**src/design/fbpa_pkg.sv**
```systemverilog
`default_nettype none
package fbpa_pkg;

  // pool geometry
  localparam int BLOCKS   = 256;
  localparam int CHUNKS   = 4;
  localparam int TOTAL    = BLOCKS * CHUNKS;
  localparam int HANDLE_W = 10;
  localparam int BLK_W    = $clog2(BLOCKS);
  localparam int CHUNK_W  = (CHUNKS > 1) ? $clog2(CHUNKS) : 1;
  localparam int CNT_W    = $clog2(CHUNKS + 1);
  localparam int SWP_W    = $clog2(BLOCKS + 1);

  // memory word: occupied bit over the next link
  localparam int WORD_W   = HANDLE_W + 1;

  // register widths and reset values
  localparam int SIZE_W   = 16;
  localparam int BPC_W    = 9;
  localparam logic [SIZE_W-1:0] BLOCK_SIZE_RST = 16'd64;
  localparam logic [BPC_W-1:0]  BPC_RST        = 9'd256;

  // config register index
  typedef enum logic {
    REG_BLOCK_SIZE = 1'b0,
    REG_BPC        = 1'b1
  } reg_idx_t;

  typedef enum logic [1:0] {
    OP_ALLOC = 2'd0,
    OP_FREE  = 2'd1,
    OP_RESET = 2'd2,
    OP_NONE  = 2'd3
  } op_t;

  typedef enum logic [2:0] {
    ST_OK            = 3'd0,
    ST_TOO_LARGE     = 3'd1,
    ST_NO_CHUNK      = 3'd2,
    ST_FREE_IGNORED  = 3'd3,
    ST_RESET_IGNORED = 3'd4
  } status_t;

  typedef enum logic [2:0] {
    S_IDLE,
    S_OPEN,
    S_ISSUE,
    S_POP,
    S_PUSH
  } state_t;

  typedef struct packed {
    logic [SIZE_W-1:0] block_size;
    logic [BPC_W-1:0]  blocks_per_chunk;
  } cfg_t;

endpackage
`default_nettype wire

```
**src/design/fbpa_ctrl.sv**
```systemverilog
`default_nettype none
module fbpa_ctrl import fbpa_pkg::*; (
  input  wire logic                clk,
  input  wire logic                rst,
  input  wire cfg_t                cfg,
  input  wire logic                start,
  input  wire logic [1:0]          op,
  input  wire logic [SIZE_W-1:0]   request_size,
  input  wire logic [HANDLE_W-1:0] free_handle,
  output logic                     busy,
  output logic                     done,
  output logic                     granted,
  output logic      [HANDLE_W-1:0] grant_handle,
  output logic      [2:0]          status,
  // memory side
  output logic                     mem_wr_en,
  output logic      [HANDLE_W-1:0] mem_wr_addr,
  output logic      [WORD_W-1:0]   mem_wr_data,
  output logic                     mem_rd_en,
  output logic      [HANDLE_W-1:0] mem_rd_addr,
  input  wire logic [WORD_W-1:0]   mem_rd_data
);

  state_t               state, state_next;
  logic [HANDLE_W-1:0]  list_head, list_head_next;
  logic                 head_valid, head_valid_next;
  logic [CHUNK_W-1:0]   cur_chunk, cur_chunk_next;
  logic                 cur_valid, cur_valid_next;
  logic [CNT_W-1:0]     chunks_in_use, chunks_in_use_next;
  logic [SWP_W-1:0]     sweep_idx, sweep_idx_next;
  logic [SWP_W-1:0]     eff_n, eff_n_next;
  logic                 fresh, fresh_next;
  logic [HANDLE_W-1:0]  fh, fh_next;
  logic                 done_next, granted_next;
  logic [HANDLE_W-1:0]  grant_handle_next;
  status_t              status_r, status_next;

  logic [CNT_W-1:0]     next_chunk;
  logic [SWP_W-1:0]     cfg_n;
  logic [SWP_W-1:0]     sweep_len;
  logic [SWP_W-1:0]     idx_inc;
  logic [HANDLE_W-1:0]  sweep_addr;
  logic                 rd_occ;
  logic [HANDLE_W-1:0]  rd_link;

  assign busy   = (state != S_IDLE);
  assign status = status_r;

  assign rd_occ  = mem_rd_data[HANDLE_W];
  assign rd_link = mem_rd_data[HANDLE_W-1:0];

  // blocks linked per chunk, clamped to one..BLOCKS
  always_comb begin
    if (cfg.blocks_per_chunk == '0) begin
      cfg_n = SWP_W'(1);
    end else if (cfg.blocks_per_chunk > BPC_W'(BLOCKS)) begin
      cfg_n = SWP_W'(BLOCKS);
    end else begin
      cfg_n = SWP_W'(cfg.blocks_per_chunk);
    end
  end

  // chunk to move to when the list runs dry
  assign next_chunk = cur_valid ? (CNT_W'(cur_chunk) + CNT_W'(1)) : '0;

  // a fresh chunk sweeps every slot so its occupied bits start clear
  assign sweep_len  = fresh ? SWP_W'(BLOCKS) : eff_n;
  assign idx_inc    = sweep_idx + SWP_W'(1);
  assign sweep_addr = {cur_chunk, sweep_idx[BLK_W-1:0]};

  always_ff @(posedge clk) begin
    if (rst) begin
      state         <= S_IDLE;
      list_head     <= '0;
      head_valid    <= 1'b0;
      cur_chunk     <= '0;
      cur_valid     <= 1'b0;
      chunks_in_use <= '0;
      done          <= 1'b0;
    end else begin
      state         <= state_next;
      list_head     <= list_head_next;
      head_valid    <= head_valid_next;
      cur_chunk     <= cur_chunk_next;
      cur_valid     <= cur_valid_next;
      chunks_in_use <= chunks_in_use_next;
      done          <= done_next;
    end
  end

  // working and result registers
  always_ff @(posedge clk) begin
    sweep_idx    <= sweep_idx_next;
    eff_n        <= eff_n_next;
    fresh        <= fresh_next;
    fh           <= fh_next;
    granted      <= granted_next;
    grant_handle <= grant_handle_next;
    status_r     <= status_next;
  end

  // sequencer
  always_comb begin
    state_next         = state;
    list_head_next     = list_head;
    head_valid_next    = head_valid;
    cur_chunk_next     = cur_chunk;
    cur_valid_next     = cur_valid;
    chunks_in_use_next = chunks_in_use;
    sweep_idx_next     = sweep_idx;
    eff_n_next         = eff_n;
    fresh_next         = fresh;
    fh_next            = fh;
    done_next          = 1'b0;
    granted_next       = 1'b0;
    grant_handle_next  = '0;
    status_next        = ST_OK;
    mem_wr_en          = 1'b0;
    mem_wr_addr        = sweep_addr;
    mem_wr_data        = '0;
    mem_rd_en          = 1'b0;
    mem_rd_addr        = list_head;

    case (state)
      S_IDLE: begin
        if (start) begin
          case (op_t'(op))
            OP_ALLOC: begin
              if (request_size > cfg.block_size) begin
                done_next   = 1'b1;
                status_next = ST_TOO_LARGE;
              end else if (cur_valid && head_valid) begin
                mem_rd_en  = 1'b1;
                state_next = S_POP;
              end else if (next_chunk < chunks_in_use) begin
                cur_chunk_next = next_chunk[CHUNK_W-1:0];
                cur_valid_next = 1'b1;
                fresh_next     = 1'b0;
                eff_n_next     = cfg_n;
                sweep_idx_next = '0;
                state_next     = S_OPEN;
              end else if (chunks_in_use < CNT_W'(CHUNKS)) begin
                cur_chunk_next     = chunks_in_use[CHUNK_W-1:0];
                chunks_in_use_next = chunks_in_use + CNT_W'(1);
                cur_valid_next     = 1'b1;
                fresh_next         = 1'b1;
                eff_n_next         = cfg_n;
                sweep_idx_next     = '0;
                state_next         = S_OPEN;
              end else begin
                done_next   = 1'b1;
                status_next = ST_NO_CHUNK;
              end
            end
            OP_FREE: begin
              if (CNT_W'(free_handle[HANDLE_W-1:BLK_W]) < chunks_in_use) begin
                mem_rd_en   = 1'b1;
                mem_rd_addr = free_handle;
                fh_next     = free_handle;
                state_next  = S_PUSH;
              end else begin
                done_next   = 1'b1;
                status_next = ST_FREE_IGNORED;
              end
            end
            OP_RESET: begin
              done_next = 1'b1;
              if (!cur_valid) begin
                status_next = ST_RESET_IGNORED;
              end else begin
                cur_valid_next  = 1'b0;
                cur_chunk_next  = '0;
                head_valid_next = 1'b0;
              end
            end
            default: begin
              done_next = 1'b1;
            end
          endcase
        end
      end

      // link the chunk one block a cycle and clear its occupied bits
      S_OPEN: begin
        mem_wr_en   = 1'b1;
        mem_wr_addr = sweep_addr;
        if (idx_inc < eff_n) begin
          mem_wr_data = {1'b0, sweep_addr + HANDLE_W'(1)};
        end else begin
          mem_wr_data = {1'b0, sweep_addr};
        end
        sweep_idx_next = idx_inc;
        if (idx_inc == sweep_len) begin
          list_head_next  = {cur_chunk, BLK_W'(0)};
          head_valid_next = 1'b1;
          state_next      = S_ISSUE;
        end
      end

      // read the new head
      S_ISSUE: begin
        mem_rd_en  = 1'b1;
        state_next = S_POP;
      end

      // pop: mark occupied, follow the link
      S_POP: begin
        mem_wr_en   = 1'b1;
        mem_wr_addr = list_head;
        mem_wr_data = {1'b1, rd_link};
        if (rd_link == list_head) begin
          head_valid_next = 1'b0;
        end else begin
          list_head_next = rd_link;
        end
        done_next         = 1'b1;
        granted_next      = 1'b1;
        grant_handle_next = list_head;
        state_next        = S_IDLE;
      end

      // push: only an occupied block goes back on the list
      S_PUSH: begin
        done_next = 1'b1;
        if (!rd_occ) begin
          status_next = ST_FREE_IGNORED;
        end else begin
          mem_wr_en       = 1'b1;
          mem_wr_addr     = fh;
          mem_wr_data     = {1'b0, head_valid ? list_head : fh};
          list_head_next  = fh;
          head_valid_next = 1'b1;
        end
        state_next = S_IDLE;
      end

      default: begin
        state_next = S_IDLE;
      end
    endcase
  end

endmodule
`default_nettype wire

```
**config.mk**
```make
export PLATFORM = sky130hd
export DESIGN_NAME = fbpa_ctrl
export DESIGN_NICKNAME = d
export VERILOG_FILES = /design/src/design/fbpa_pkg.sv /design/src/design/fbpa_ctrl.sv
export SDC_FILE = /design/constraint.sdc
export NUM_CORES = 1
export LEC_CHECK = 0
export BUFFER_PORTS_ARGS = -buffer_cell sky130_fd_sc_hd__buf_2
export CAP_MARGIN = 20
export CELL_PAD_IN_SITES_DETAIL_PLACEMENT = 2
export CELL_PAD_IN_SITES_GLOBAL_PLACEMENT = 2
export CORE_ASPECT_RATIO = 0.9
export CORE_MARGIN = 4
export CORE_UTILIZATION = 25
export DETAILED_ROUTE_END_ITERATION = 6
export PLACE_DENSITY = 0.65
export SYNTH_ARGS = -nofsm -noshare
export SYNTH_HDL_FRONTEND = slang
export SYNTH_SLANG_ARGS = --single-unit
```
**constraint.sdc**
```tcl
create_clock -name clk -period 5.6 [get_ports clk]
set_clock_uncertainty 0.15 [all_clocks]
set_input_delay 1.12 -clock clk [delete_from_list [all_inputs] [get_ports clk]]
set_output_delay 1.12 -clock clk [all_outputs]
set_load 0.05 [all_outputs]
```
-- Yosys cells after proc, flatten, opt, wreduce, memory -nomap -nowiden
Cells that the tools add are included.
- bitwise operators: 3
- eq/ne operators: 27
- order comparisons: 6
- add/subtract/negate cells: 4
- muxes and demuxes: 81
- reduce and logical (&&, ||, !) cells: 21
- operators with widths (cell ; number):
    $mux W10 ; 11
    $mux W9 ; 11
    $pmux W11 S3 ; 1
    $mux W3 ; 10
    $pmux W10 S3 ; 1
    $reduce_and A6 Y1 ; 4
    $mux W1 ; 22
    $mux W2 ; 11
    $ne A2 B2 Y1 const B ; 11
    $reduce_and A7 Y1 ; 3
    $pmux W10 S2 ; 1
    $pmux W3 S3 ; 2
    $pmux W9 S2 ; 1
    $gt A16 B16 Y1 ; 1
    $ne A3 B3 Y1 const B ; 4
    $pmux W1 S2 ; 6
    $pmux W3 S2 ; 2
    $add A10 B1 Y10 const B ; 1
    $eq A10 B10 Y1 ; 1
    $add A9 B1 Y9 const B ; 1
    $eq A9 B9 Y1 ; 1
    $gt A9 B9 Y1 const B ; 1
    $logic_not A9 Y1 ; 1
    $lt A9 B9 Y1 ; 1
    24 further kinds ; 33
- output and inout port bits: 49
- logic and storage cells: 156
- register bits after elaboration: 64
- input bits: 67

-- Longest topological paths before layout
Gate-level depths: netlist of the first run.
- depth after elaboration: 9
- depth in mapped cells: 12
- depth with buffers taken out: 12

-- Least setup slack after synthesis of the first run
Ideal clock, no wire load.
- kind: input to output
- from: input port cfg[18] (netlist name)
- to: output port mem_rd_en
- stages on the path: 9
- arrival: 4.222 ns
- slack: 0.108 ns
- buffers on the path: 0
- cells stage by stage: inv_1 -> ha_1 -> a21o_1 -> a21o_1 -> a21oi_1 -> o21a_1 -> o211a_1 -> o21ai_0 -> o311ai_0
- longest elaborated chain between the ends: 5
- RTL lines (what ; RTL line ; text):
    from (decl) ; fbpa_ctrl.sv:5 ; input wire cfg_t cfg,
    $gt A16 B16 Y1 ; fbpa_ctrl.sv:129 ; if (request_size > cfg.block_size) begin
    $mux W1 ; fbpa_ctrl.sv:129 ;
    $pmux W1 S2 ; fbpa_ctrl.sv:127 ; case (op_t'(op))
    $mux W1 ; fbpa_ctrl.sv:126 ; if (start) begin
    $pmux W1 S2 ; fbpa_ctrl.sv:124 ; case (state)
    to (decl) ; fbpa_ctrl.sv:19 ; output logic mem_rd_en,
Every way passes these cells.

-- Final worst setup path of the first run
- from: register sweep_idx[0]
- to: output port mem_wr_data[0]
- longest elaborated chain between the ends: 4
- elaborated cells between the ends (all ways): 5
- those cells by class: add/sub: 2; order compare: 1; mux: 2
- RTL lines (what ; RTL line ; text):
    from (decl) ; fbpa_ctrl.sv:30 ; logic [SWP_W-1:0] sweep_idx, sweep_idx_next;
    from (signal assigned) ; fbpa_ctrl.sv:93 ; sweep_idx <= sweep_idx_next;
    $add A9 B1 Y9 ; fbpa_ctrl.sv:68 ; assign idx_inc = sweep_idx + SWP_W'(1);
    via idx_inc[2] ; fbpa_ctrl.sv:41 ; logic [SWP_W-1:0] idx_inc;
    $lt A9 B9 Y1 ; fbpa_ctrl.sv:187 ; if (idx_inc < eff_n) begin
    $mux W10 ; fbpa_ctrl.sv:187 ;
    $pmux W11 S3 ; fbpa_ctrl.sv:124 ;
    to (decl) ; fbpa_ctrl.sv:18 ; output logic [WORD_W-1:0] mem_wr_data,
The timed path passes the listed nets, and every way through them passes these cells.

==> flow_metrics.env, run 1 <==
export IMPL_synth_nets=608
export IMPL_clock_sink_count=64
export IMPL_dominant_combinational_cell_family_by_area_after_synthesis="simple AND/OR/NAND/NOR gates"
export IMPL_via_density=4.94
export IMPL_place_detailed_hpwl_um=13200
export IMPL_post_synth_and_or_nand_nor_area_fraction=0.196
export IMPL_cellInternalPower_uw=969
export IMPL_netlist_area_leader_share=0.190
export IMPL_number_of_buffers_inserted_by_post_cts_setup_repair=0
export IMPL_layout_common_cells="sky130_fd_sc_hd__buf_2, sky130_fd_sc_hd__nand2_1, sky130_fd_sc_hd__inv_1"
export IMPL_min_period_over_period=0.932
export IMPL_vdd_ir_drop_worst_mv=0.133
export IMPL_path_cells="ha_1 > xnor2_1 > inv_1 > ha_1 > o21a_1 > o21a_1 > o211ai_1 > nand2_1 > xor2_1 > o221ai_1 > buf_2"
export IMPL_cts_bufs_inserted=9
export IMPL_clkPwrFrac=0.430
export IMPL_ioPinCount=116
export IMPL_insertion_delay_ps=350
export IMPL_multi_input_comb_area_mm2=0.00273
export IMPL_die_h_um=136
export IMPL_max_clock_path_buffers=2
export IMPL_cts_clk_pin_slew_worst_paths_ps=60
export IMPL_fin_nets=718
export IMPL_setup_worst_path_start_class="register"
export IMPL_yosysTopAreaCell="sky130_fd_sc_hd__edfxtp_1"
export IMPL_dr_pass1_iters=4
export IMPL_regArea_mm2=0.00157
export IMPL_drt_drc_violations_left=0
export IMPL_die_footprint_mm2=0.0205
export IMPL_drtAntennaViolNets=0
export IMPL_clock_root_buffer="sky130_fd_sc_hd__clkbuf_16"
export IMPL_power_net_switching_uw=407
export IMPL_post_cts_resized_instances=0
export IMPL_finalWirelength_um=17000
export IMPL_synthCells=509
export IMPL_dieWidth_um=151
export IMPL_seqPwrFrac=0.380
export IMPL_synthesis_yosys_warnings=0
export IMPL_max_slew_vio_count=0
export IMPL_crit_required_ps=4330
export IMPL_nFillCells=2016
export IMPL_rows=46
export IMPL_critical_path_cell_count=11
export IMPL_first_global_vias=4592
export IMPL_postLayoutCellArea_mm2=0.00571
export IMPL_synth_edff_count=29
export IMPL_grt_remaining_overflow=0
export IMPL_wl_per_cell_um=19.7
export IMPL_vias=4272
export IMPL_power_per_cell_area_mw_per_mm2=241
export IMPL_setup_tns_final_ps=0
export IMPL_timing_max_slew_rel_slack=0.311
export IMPL_core_area_mm2=0.0178
export IMPL_rsz0062_at_grt="no"
export IMPL_worstReg2RegStart="state[1]$_SDFFE_PP0P_"
export IMPL_cp_num_buf_inv=2
export IMPL_max_clock_freq_mhz=192
export IMPL_classification_of_the_worst_setup_path="reg2out"
export IMPL_regToRegSetupSlack_ps=2550
export IMPL_grt_util_all_layers=0.169
export IMPL_critPathCapture="mem_wr_data[0]"
export IMPL_areaGrowthSynthToFinish_pct=25.0
export IMPL_seq_area_frac_synth=0.344
export IMPL_cts_hold_buffers=0
export IMPL_post_route_cells_drive_above_1_share=0.252
export IMPL_cpPeakStageDelay_ps=660
export IMPL_max_slew_worst_pin_slew_ps=1030
export IMPL_timing_critical_path_slowest_stage_cell="sky130_fd_sc_hd__o211ai_1"
export IMPL_cells_taking_the_most_area_after_synthesis="sky130_fd_sc_hd__edfxtp_1, sky130_fd_sc_hd__dfxtp_1, sky130_fd_sc_hd__ha_1"
export IMPL_maximum_number_of_pins_on_one_net_before_global_route_repair=31
export IMPL_antenna_diode_count=0
export IMPL_totalPowerFinal_uw=1380
export IMPL_finalHoldViolations=0
export IMPL_dr_first_iter_drc_count=204
export IMPL_r2r_path_end="eff_n[5]$_SDFFCE_PP0P_"
export IMPL_complex_gate_fraction_of_the_synthesized_area=0.164
export IMPL_muxShareOfSynthArea=0.0868
export IMPL_power_combinational_fraction=0.190
export IMPL_clock_period_minus_final_worst_setup_slack_ps=5220
export IMPL_cap_viol_max_count=0
export IMPL_status="completed"
export IMPL_placedInstanceArea_mm2=0.00541
export IMPL_numPortBuffers=115
export IMPL_grt_pass1_wl_um=26500
export IMPL_antenna_found_initial=0
export IMPL_cellLeakagePower_uw=0.00270
export IMPL_cts_htree_levels=3
export IMPL_synth_lib_cells_used_distinct=54
export IMPL_crit_fanout=9
export IMPL_crit_family="compound AO/OA/AOI/OAI gates"
export IMPL_min_path_type="reg2reg"
export IMPL_synth_xor_area_share=0.0635
export IMPL_cts_tree="done"
export IMPL_worstSetupStartpoint="sweep_idx[0]$_SDFFCE_PN0P_"
export IMPL_yosys_area_share_adder=0.0876
export IMPL_power_share_switching=0.296
export IMPL_yosys_most_used_dff="sky130_fd_sc_hd__dfxtp_1"
export IMPL_rr_worst_depth=7
export IMPL_worst_endpoint_arrival_ps=3950
export IMPL_synthArstFlopShare=0
export IMPL_setup_viol=0
export IMPL_ys_ff_latch=64
export IMPL_floorplan_initialDensity=0.257
export IMPL_finalWeightedCongestion=0.796
export IMPL_setup_crit_end_kind="output pin"
export IMPL_mostFrequentLayoutCell="sky130_fd_sc_hd__buf_2"
export IMPL_netlist_area_pre_place_mm2=0.00457
export IMPL_synthesis_area_per_instance_um2=8.98
==> cell type report <==
class,count,area share
Multi-Input combinational cell,377,0.479
Inverter,44,0.0289
Clock inverter,5,0.00920
Clock buffer,11,0.0445
Tap cell,240,0.0526
Sequential cell,64,0.275
Timing Repair Buffer,123,0.111
==> logic make-up after synthesis <==
| family | Yosys count |
|---|---|
| AOI/OAI and AO/OA | 103 |
| xor gates and xnor gates | 30 |
| adders and majority gates | 32 |
| buffers and inverters | 68 |
| DFF | 64 |
| muxes | 38 |
| and+or+nand+nor | 174 |
==> worst min-delay path, cell delays in order (launching register included) <==
cell and delay (ps):
sky130_fd_sc_hd__dfxtp_1 350, sky130_fd_sc_hd__nand2_1 70, sky130_fd_sc_hd__mux2i_1 60
==> power by group through the flow <==
stage	combinational, µW	clock (µW)	sequential, µW
after floorplan	171	0	528
after global placement	253	0	533
after detailed placement	262	0	533
after CTS	265	609	523
after global routing	288	627	526
final	261	591	523
==> Yosys cell counts (2+ instances only) <==
master and n:
sky130_fd_sc_hd__nand4_1 8, sky130_fd_sc_hd__o22ai_1 4, sky130_fd_sc_hd__edfxtp_1 29, sky130_fd_sc_hd__and2_1 11, sky130_fd_sc_hd__xnor3_1 2, sky130_fd_sc_hd__a21oi_1 16, sky130_fd_sc_hd__o211ai_1 4, sky130_fd_sc_hd__and3_1 23
sky130_fd_sc_hd__mux2i_1 25, sky130_fd_sc_hd__inv_1 44, sky130_fd_sc_hd__o21ai_0 15, sky130_fd_sc_hd__nand3_1 11, sky130_fd_sc_hd__o211a_1 2, sky130_fd_sc_hd__a21o_1 17, sky130_fd_sc_hd__nand2_1 53, sky130_fd_sc_hd__xnor2_1 12
sky130_fd_sc_hd__dfxtp_1 35, sky130_fd_sc_hd__nor2b_1 11, sky130_fd_sc_hd__xor2_1 16, sky130_fd_sc_hd__nor3_1 9, sky130_fd_sc_hd__a31oi_1 4, sky130_fd_sc_hd__a211o_1 12, sky130_fd_sc_hd__clkbuf_1 22, sky130_fd_sc_hd__nand2b_1 4
sky130_fd_sc_hd__or3_1 3, sky130_fd_sc_hd__nor2_1 22, sky130_fd_sc_hd__nand3b_1 3, sky130_fd_sc_hd__nor4_1 8, sky130_fd_sc_hd__o31ai_1 3, sky130_fd_sc_hd__mux2_2 13, sky130_fd_sc_hd__ha_1 32, sky130_fd_sc_hd__o221ai_1 10
sky130_fd_sc_hd__o21a_1 5
==> sequential cells by signal, indices dropped and copies added (netlist names) <==
register,flops
sweep_idx,9
head_valid,1
fh,10
cur_chunk,2
chunks_in_use,3
eff_n,9
list_head,10
grant_handle,10
granted,1
cur_valid,1
status,3
fresh,1
state,3
done,1
==> routing by layer <==
layer | part of all wire | GRT usage | vias to the layer above
met1 | 0.47 | 0.231 | 2130
li1 | - | - | 2052
met2 | 0.47 | 0.274 | 76
met3 | 0.043 | 0.0310 | 14
met5 | 0 | 0 | -
met4 | 0.013 | 0.0452 | 0
==> through the flow <==
stage | hold slack [ps] | cells | worst slack, ps | util
6_report | 380 | 864 | 382 | 0.321
5_1_grt | 407 | 864 | 12.6 | 0.321
4_1_cts | 384 | 864 | 329 | 0.321
3_5_place_dp | 375 | 848 | 741 | 0.304
3_3_place_gp | 332 | 848 | 858 | 0.304
2_1_floorplan | 311 | 509 | 108 | -
==> worst min-delay path by stage <==
stage,slack (ps),cells after the start,startpoint,end
final,380,2,list_head[3]$_SDFFE_PP0P_,list_head[3]$_SDFFE_PP0P_
after global placement,330,2,chunks_in_use[1]$_SDFFE_PP0P_,chunks_in_use[1]$_SDFFE_PP0P_
after global routing,410,2,list_head[9]$_SDFFE_PP0P_,list_head[9]$_SDFFE_PP0P_
after CTS,380,2,list_head[0]$_SDFFE_PP0P_,list_head[0]$_SDFFE_PP0P_
after floorplan,310,2,chunks_in_use[1]$_SDFFE_PP0P_,chunks_in_use[1]$_SDFFE_PP0P_
after detailed placement,380,2,list_head[0]$_SDFFE_PP0P_,list_head[0]$_SDFFE_PP0P_
No activity file was read; power rests on OpenSTA's default activity.
==> run 2, diff against run 1 <==
- ABC_AREA: not set -> 1
- PLACE_DENSITY: 0.65 -> 0.7
==> run 2 against run 1 <==
Compared with the run above:
- sequential share of layout area down 0.42 points
- final cell count grew 22%
- via count rose by 17%
- clock power shrank 2%
- power rose by 17%
- first-iteration DRC count decreased by 3.4%
- critical path type unchanged
- critical endpoint is now mem_wr_data[9]
- largest cell class unchanged
==> flow_metrics.env, run 2 <==
export IMPL_status="completed"
export IMPL_setup_worst_path_start_class="register"
export IMPL_classification_of_the_worst_setup_path="reg2out"
export IMPL_floorplan_initialDensity=0.255
export IMPL_layout_common_cells="sky130_fd_sc_hd__nand2_1, sky130_fd_sc_hd__inv_1, sky130_fd_sc_hd__buf_2"
export IMPL_largest_registers="fh: 10 flops, grant_handle: 10 flops, list_head: 10 flops"
export IMPL_clock_sink_count=64
export IMPL_max_slew_worst_pin_slew_ps=884
export IMPL_max_clock_path_buffers=2
export IMPL_maximum_number_of_pins_on_one_net_before_global_route_repair=31
export IMPL_post_synth_and_or_nand_nor_area_fraction=0.302
export IMPL_antenna_diode_count=0
export IMPL_nFillCells=2293
export IMPL_crit_required_ps=4330
export IMPL_complex_gate_fraction_of_the_synthesized_area=0.135
export IMPL_worstReg2RegStart="cur_chunk[1]$_SDFFE_PP0P_"
export IMPL_netlist_area_pre_place_mm2=0.00467
export IMPL_areaGrowthSynthToFinish_pct=24.1
export IMPL_drtAntennaViolNets=0
export IMPL_first_global_vias=5454
export IMPL_yosys_top_cells_count="sky130_fd_sc_hd__nand2_1, sky130_fd_sc_hd__inv_1, sky130_fd_sc_hd__nor2_1, sky130_fd_sc_hd__o21ai_0, sky130_fd_sc_hd__dfxtp_1"
export IMPL_clock_root_buffer="sky130_fd_sc_hd__clkbuf_16"
export IMPL_synth_xor_area_share=0.00937
export IMPL_yosysTopAreaCell="sky130_fd_sc_hd__edfxtp_1"
export IMPL_power_per_cell_area_mw_per_mm2=279
export IMPL_die_h_um=138
export IMPL_place_detailed_hpwl_um=14900
export IMPL_min_path_type="reg2reg"
export IMPL_synthArstFlopShare=0
export IMPL_max_slew_vio_count=0
export IMPL_number_of_buffers_inserted_by_post_cts_setup_repair=0
export IMPL_rsz0062_at_grt="no"
export IMPL_dieWidth_um=152
export IMPL_rows=47
export IMPL_finalWeightedCongestion=0.825
export IMPL_synthCells=690
export IMPL_regToRegSetupSlack_ps=2660
export IMPL_mostFrequentLayoutCell="sky130_fd_sc_hd__nand2_1"
export IMPL_via_density=4.75
export IMPL_drt_drc_violations_left=0
export IMPL_numPortBuffers=115
export IMPL_seq_area_frac_synth=0.336
export IMPL_dr_pass1_iters=5
export IMPL_setup_viol=0
export IMPL_r2r_path_end="sweep_idx[3]$_SDFFCE_PN0P_"
export IMPL_cts_htree_levels=3
export IMPL_synthesis_yosys_warnings=0
export IMPL_dpl_worst_slack_ps=777
export IMPL_yosys_area_share_adder=0.0857
export IMPL_cts_clk_pin_slew_worst_paths_ps=60
export IMPL_post_cts_resized_instances=0
export IMPL_synthesis_area_per_instance_um2=6.77
export IMPL_core_area_mm2=0.0183
export IMPL_cts_hold_buffers=0
export IMPL_die_footprint_mm2=0.0209
export IMPL_hold_depth=2
export IMPL_cap_viol_max_count=0
export IMPL_insertion_delay_ps=350
export IMPL_whs_endpoint="chunks_in_use[1]$_SDFFE_PP0P_"
export IMPL_vdd_ir_drop_worst_mv=0.103
export IMPL_min_period_over_period=0.924
export IMPL_antenna_found_initial=0
export IMPL_muxShareOfSynthArea=0
export IMPL_dominant_combinational_cell_family_by_area_after_synthesis="simple AND/OR/NAND/NOR gates"
export IMPL_grt_util_all_layers=0.175
export IMPL_clock_period_minus_final_worst_setup_slack_ps=5170
export IMPL_synth_edff_count=29
export IMPL_post_route_cells_drive_above_1_share=0.188
export IMPL_ys_ff_latch=64
export IMPL_yosys_most_used_dff="sky130_fd_sc_hd__dfxtp_1"
export IMPL_regArea_mm2=0.00157
export IMPL_dr_first_iter_drc_count=197
export IMPL_grt_remaining_overflow=0
export IMPL_grt_pass1_wl_um=29100
export IMPL_synth_lib_cells_used_distinct=41
export IMPL_rr_worst_depth=12
export IMPL_timing_max_slew_rel_slack=0.408
export IMPL_fin_nets=903
export IMPL_netlist_area_leader_share=0.186
export IMPL_post_synth_top_count_cell="sky130_fd_sc_hd__nand2_1"
export IMPL_post_route_worst_setup_slack_ps=428
export IMPL_multi_input_comb_area_mm2=0.00249
export IMPL_finalHoldViolations=0
export IMPL_cts_bufs_inserted=9
export IMPL_vias=5006
export IMPL_dp_cells=1037
export IMPL_cts_tree="done"
export IMPL_cells_taking_the_most_area_after_synthesis="sky130_fd_sc_hd__edfxtp_1, sky130_fd_sc_hd__dfxtp_1, sky130_fd_sc_hd__nand2_1"
export IMPL_setup_crit_end_kind="output pin"
export IMPL_finalWirelength_um=18200
export IMPL_synth_nets=789
export IMPL_ioPinCount=116
export IMPL_max_clock_freq_mhz=193
export IMPL_timing_hold_worst_start="chunks_in_use[1]$_SDFFE_PP0P_"
export IMPL_worst_endpoint_arrival_ps=3900
export IMPL_wl_per_cell_um=17.2
export IMPL_final_cells=1054
export IMPL_setup_tns_final_ps=0
export IMPL_crit_fanout=15
export IMPL_cellLeakagePower_uw=0.00300
[run 2: worst max-delay path, stage by stage (launching register included)]
cell                       delay [ps]
sky130_fd_sc_hd__edfxtp_1         520
sky130_fd_sc_hd__ha_1             300
sky130_fd_sc_hd__nand2_2          120
sky130_fd_sc_hd__nor2_2            60
sky130_fd_sc_hd__nand3_1           90
sky130_fd_sc_hd__nand2_1           60
sky130_fd_sc_hd__nand2_1          110
sky130_fd_sc_hd__clkinv_1         110
sky130_fd_sc_hd__ha_1             300
sky130_fd_sc_hd__a21oi_1          150
sky130_fd_sc_hd__o21a_1           140
sky130_fd_sc_hd__nand3_1          400
sky130_fd_sc_hd__inv_1            310
sky130_fd_sc_hd__nand2_1           90
sky130_fd_sc_hd__xor2_1           140
sky130_fd_sc_hd__o21ai_0          310
sky130_fd_sc_hd__buf_2            340
[run 2: worst max-delay path by stage]
stage	startpoint	slack [ps]	end
finish	sweep_idx[0]$_SDFFCE_PN0P_	430	mem_wr_data[9]
global route	sweep_idx[0]$_SDFFCE_PN0P_	40	mem_wr_data[9]
CTS	sweep_idx[0]$_SDFFCE_PN0P_	370	mem_wr_data[9]
detailed placement	sweep_idx[0]$_SDFFCE_PN0P_	780	mem_wr_data[9]
global placement	sweep_idx[0]$_SDFFCE_PN0P_	930	mem_wr_data[9]
floorplan	sweep_idx[1]$_SDFFCE_PN0P_	1080	mem_wr_data[3]
[run 2: cell families (layout without fill, tap and decap cells)]
kind of cell               Yosys count  count (layout)
AOI/OAI and AO/OA                  104             104
adders and majority gates           32              32
buffers and inverters              159             278
and+or+nand+nor                    326             326
xor gates and xnor gates             5               5
DFF                                 64              64
[run 2: layout make-up]
class / instances / area share
Multi-Input combinational cell: 467 / 0.429
Sequential cell: 64 / 0.271
Timing Repair Buffer: 118 / 0.103
Inverter: 144 / 0.0932
Tap cell: 245 / 0.0528
Clock buffer: 9 / 0.0388
Clock inverter: 7 / 0.0123
[run 2: report_power, final]
part	switching, µW	internal (µW)	total [µW]
logic	352	135	487
registers	31.5	519	551
clock network	234	345	579
total	618	998	1620
[run 2: routing by layer]
layer / vias up / part of all wire / global-route usage
met5: - / 0 / 0
met1: 2435 / 0.46 / 0.215
met4: 0 / 0.0092 / 0.0544
met3: 10 / 0.038 / 0.0349
li1: 2462 / - / -
met2: 99 / 0.49 / 0.311
[run 2: through the flow]
stage | hold WS [ps] | area (µm²) | total power (µW) | utilization
after CTS | 364 | 5790 | 1640 | 0.316
after detailed placement | 357 | 5500 | 1050 | 0.300
final | 354 | 5800 | 1620 | 0.316
after global placement | 322 | 5500 | 1030 | 0.300
after global routing | 394 | 5800 | 1710 | 0.316
after floorplan | 306 | 4670 | 891 | -
